## config.mk

```make
export PLATFORM = sky130hd
export DESIGN_NAME = ilar_cell
export DESIGN_NICKNAME = d
export VERILOG_FILES = /design/src/sv/ilar_pkg.sv /design/src/sv/ilar_cell.sv
export SDC_FILE = /design/constraint.sdc
export NUM_CORES = 1
export LEC_CHECK = 0
export BUFFER_PORTS_ARGS = -buffer_cell sky130_fd_sc_hd__buf_2
export CAP_MARGIN = 25
export CORE_UTILIZATION = 49
export CTS_BUF_LIST = sky130_fd_sc_hd__clkbuf_4
export DETAILED_ROUTE_END_ITERATION = 16
export PLACE_DENSITY = 0.87
export SLEW_MARGIN = 0
export SYNTH_ARGS = -nofsm -noshare
export SYNTH_HDL_FRONTEND = slang
export SYNTH_SLANG_ARGS = --single-unit
```

## constraint.sdc

```tcl
create_clock -name i_clk -period 3.8 [get_ports i_clk]
set_input_delay 0.38 -clock i_clk [delete_from_list [all_inputs] [get_ports i_clk]]
set_output_delay 0.38 -clock i_clk [all_outputs]
set_load 0.01 [all_outputs]
```

## src/sv/ilar_pkg.sv

```systemverilog
package ilar_pkg;

    localparam logic [1:0] MODE_APPEND = 2'd0;
    localparam logic [1:0] MODE_REMOVE = 2'd1;
    localparam logic [1:0] MODE_READ   = 2'd2;
    localparam logic [1:0] MODE_WRITE  = 2'd3;

    localparam logic [1:0] ST_OK    = 2'd0;
    localparam logic [1:0] ST_RANGE = 2'd1;
    localparam logic [1:0] ST_FULL  = 2'd2;

    localparam int DATA_W   = 32;
    localparam int INDEX_W  = 8;
    localparam int COUNT_W  = 9;
    localparam int GROUP_N  = 16;

    typedef struct packed {
        logic load;
        logic shift;
        logic tap;
    } t_cell_ctl;

endpackage

```

## src/sv/ilar_cell.sv

```systemverilog
module ilar_cell (
    input  logic                          i_clk,
    input  ilar_pkg::t_cell_ctl           i_ctl,
    input  logic [ilar_pkg::DATA_W-1:0]   i_value,
    input  logic [ilar_pkg::DATA_W-1:0]   i_next,
    output logic [ilar_pkg::DATA_W-1:0]   o_data,
    output logic [ilar_pkg::DATA_W-1:0]   o_tap
);

    logic [ilar_pkg::DATA_W-1:0] r_data;
    logic [ilar_pkg::DATA_W-1:0] r_tap;

    always_ff @(posedge i_clk) begin
        if (i_ctl.load) begin
            r_data <= i_value;
        end else if (i_ctl.shift) begin
            r_data <= i_next;
        end
        r_tap <= i_ctl.tap ? r_data : '0;
    end

    assign o_data = r_data;
    assign o_tap  = r_tap;

endmodule

```

; After elaboration in Yosys (flattened, before gate mapping)
; Cells that the tools add are included.
[word_totals]
output_inout_bits = 64
inputBits = 68
register_bits = 64
word_cells = 5
[op_classes]
reduce_logical = 1
n_mux = 2
[ops]
columns = op, n
row1 = $mux W32, 2
row2 = $reduce_bool A2 Y1, 1

; Logic depth before layout (Yosys ltp)
[logic_depth]
depth_word = 2
mapped_depth = 3
mapped_depth_nobuf = 1

; Worst setup path before layout
; OpenSTA, ideal clock, no wires.
[synth_timing]
path_kind = input port to flip-flop
startpoint = input i_ctl[2] in the netlist's numbering
endpoint = register r_data, in the netlist o_data[0], enable pin
t_arrival_ns = 1.402
slack_ns = 2.007
required_time_ns = 3.410
path_stages = 3
path_buffers = 2
setup_ns = 0.390
cell_sequence = buf_6 buf_12 or2_1
[synth_via]
elab_chain_cells = 1
[synth_lines]
columns = item, line
row1 = from (decl), ilar_cell.sv:3  ; input ilar_pkg::t_cell_ctl i_ctl,
row2 = $reduce_bool A2 Y1 (no source line), -
row3 = to (signal assigned), ilar_cell.sv:15  ; r_data <= i_value;
row4 = to (signal assigned), ilar_cell.sv:17  ; r_data <= i_next;
row5 = to (decl), ilar_cell.sv:10  ; logic [ilar_pkg::DATA_W-1:0] r_data;
; No other way between the ends.
; A chain may end at the register's enable or synchronous reset.

; Worst setup path in the final report
[layout_timing]
startpoint = register r_data, in the netlist o_data[28]
endpoint = output o_data[28] in the netlist's numbering
[layout_lines]
columns = item, line
row1 = to (decl), ilar_cell.sv:6  ; output logic [ilar_pkg::DATA_W-1:0] o_data,
; No word-level cell between the ends.

==> summary.txt <==
Setup path
  – Delay-heaviest family, CP: flip-flops
  – Crit path kind: flip-flop to output pin
  – Critical path cell sequence: buf_2
  – Worst setup SP type: flip-flop
  – Worst-path fanout max: 2
  – Worst Path Buf+Inv: 1
  – CP Data Required Time: 3420 ps
  – Critical Path AT: 980 ps
  – Crit path capture type: output pin
  – Largest stage delay, worst path: 430 ps
  – CP max-delay cell: edfxtp_1

Clock tree
  – CTS tree: done
  – Root buf cell: clkbuf_4
  – Postcts setup bufs: 0
  – Cts hold-fix bufs: 0
  – CTS-repair resized insts: 0
  – Clock Latency Late Sink: 410 ps
  – Total CTS buffers: 9
  – H-tree Lvls: 3
  – Clock buffer depth: 2
  – Sink Count: 64
  – CTS clk-pin slew, worst paths: 110 ps

Synthesis
  – Cell count after synthesis: 136
  – #FFs+latches synth: 64
  – Syn_nets: 204
  – Largest area contributor in the netlist: edfxtp_1
  – Post-synth top area share: 40.7%
  – Post-synth cell types: 9
  – Syn Std Cell Area: 2360 um2
  – Seq/Total Area, Yosys: 67.9%
  – Ys Warns: 0
  – Post-Syn Area per Cell: 17.4 um2
  – Synth area leaders: edfxtp_1 (41%), dfxtp_1 (27%), mux2_4 (18%)

Floorplan
  – Die H: 71.4 um
  – Initial Utilization: 52.4%
  – Num ports: 132
  – Row count: 24
  – Die area: 5100 um2
  – Core footprint: 4500 um2
  – Die W: 71.4 um

Layout
  – Most common cell after layout, fill and taps aside: buf_2
  – Area taken by multi-input logic gates: 676 um2
  – Layout area overhead: 34.4%
  – Number of diodes: 0
  – Commonest cells after routing, fill and taps aside: buf_2 (131), and2_1 (32), edfxtp_1 (32), dfxtp_1 (32), mux2_4 (29)
  – Post-layout util: 70.4%
  – FILL cells: 325
  – Final net count: 342
  – FF+latch area: 1600 um2
  – Non-Filler Instances: 331
  – Layout cells sized above 1: 64.9%

Routing
  – # DRC: 10
  – DR pass1 iterations: 10
  – Vias/cell: 4.76
  – Antenna Nets Post-Route: 0
  – Iter 0 DRT Violations: 67
  – Routed WL per cell: 14.5 um
  – Drt total wl: 4810 um
  – Via Count: 1574

Timing
  – Slack of the critical path: 2440 ps
  – Slew @ Worst Pin: 560 ps
  – Endpoints failing setup: 0
  – Period minus WS final: 1360 ps
  – Fin crit share: 35.9%
  – Final Hold Viols: 0
  – Clock skew: 20.3 ps
  – RSZ-0062 raised after global routing: no
  – Fmax: 733 MHz
  – Setup total negative slack: 0 ps
  – Slew Viols, Final: 0
  – Slew Limit Headroom: 62.7%

Power
  – Flop pwr share: 55.4%
  – Comb power frac: 15.0%
  – VDD IR max: 0.194 mV
  – P per Cell Area: 468 nW/um2
  – Power share of the clock group: 29.6%
  – Internal power: 0.00113 W
  – Switching part of the total: 23.9%
  – Net load switching power: 0.000354 W
  – Leakage: 1.57 nW

Global route
  – First-pass GRT wire length: 7260 um
  – Vias in the first global route: 1527
  – Grt ovf: 0
  – GRT Resource Usage Total: 19.7%
  – Initial antenna violation count: 0
  – Maximum number of pins on one net before global-route repair: 33

Placement
  – HPWL after DPL: 3640 um
  – Placed cells: 315
  – PortBufs: 131
  – Pre-CTS setup slack: 2190 ps
  – GP Congestion: 0.771

Min path
  – Hold Path Class: primary input to flip-flop

Outcome
  – Failing checks: design-rule violations
  – Run status: finished with violations

Run
  – Max Cap Viol: 0
per-layer routing:
layer	part of all wire, %	routed length, um	vias to the layer above	GRT usage (%)
met3	6.6	319	11	6.47
li1	-	-	752	-
met1	38	1840	734	21.9
met2	53	2540	77	34.0
met4	2.3	113	0	10.0
met5	0	0	-	0
flip-flops by register name, indices dropped and copies added, names as in the netlist:
signal	cells
o_data	32
o_tap	32
final cells by class:
class                           count  area share, %
Clock buffer                       11           2.60
Clock inverter                      5           1.54
Multi-Input combinational cell     65           21.3
Sequential cell                    64           50.5
Tap cell                           52           2.05
Timing Repair Buffer              134           22.0
synthesized netlist by cell type (all sizes together):
library cell / n
edfxtp: 32
clkbuf: 3
mux2: 32
or2: 1
buf: 4
dfxtp: 32
and2: 32
path summary, 6_finish.rpt:
path,slack [ps],end,depth (start not counted),from
max,2440,o_data[28],1,o_data[28]$_DFFE_PP_
min,260,o_data[15]$_DFFE_PP_,2,i_next[15]
max reg2reg,3080,o_tap[28]$_SDFF_PN0_,1,o_data[28]$_DFFE_PP_
min reg2reg,480,o_tap[5]$_SDFF_PN0_,1,o_data[5]$_DFFE_PP_
through the flow:
step	hold WS (ps)	power (W)	area [um2]
6_report	262	0.00148	3170
5_1_grt	237	0.00155	3170
4_1_cts	241	0.00150	3170
3_5_place_dp	465	0.00106	3040
3_3_place_gp	454	0.00105	3010
2_1_floorplan	502	0.000953	2360
power groups by stage:
stage	registers, W	logic [W]	clock network (W)
after global placement	0.000837	0.000216	0
final	0.000823	0.000222	0.000439
after global routing	0.000830	0.000239	0.000479
after detailed placement	0.000838	0.000225	0
after floorplan	0.000871	0.0000814	0
after CTS	0.000823	0.000225	0.000450
cells by family (layout without fill, tap and decap cells):
group | count (synthesis) | in the layout | synth area share (%)
flops | 64 | 64 | 67.9
simple gates | 33 | 33 | 8.75
mux | 32 | 32 | 19.9
buf+inv | 7 | 150 | 3.50
Note: power is estimated with default switching activity, not from simulation.
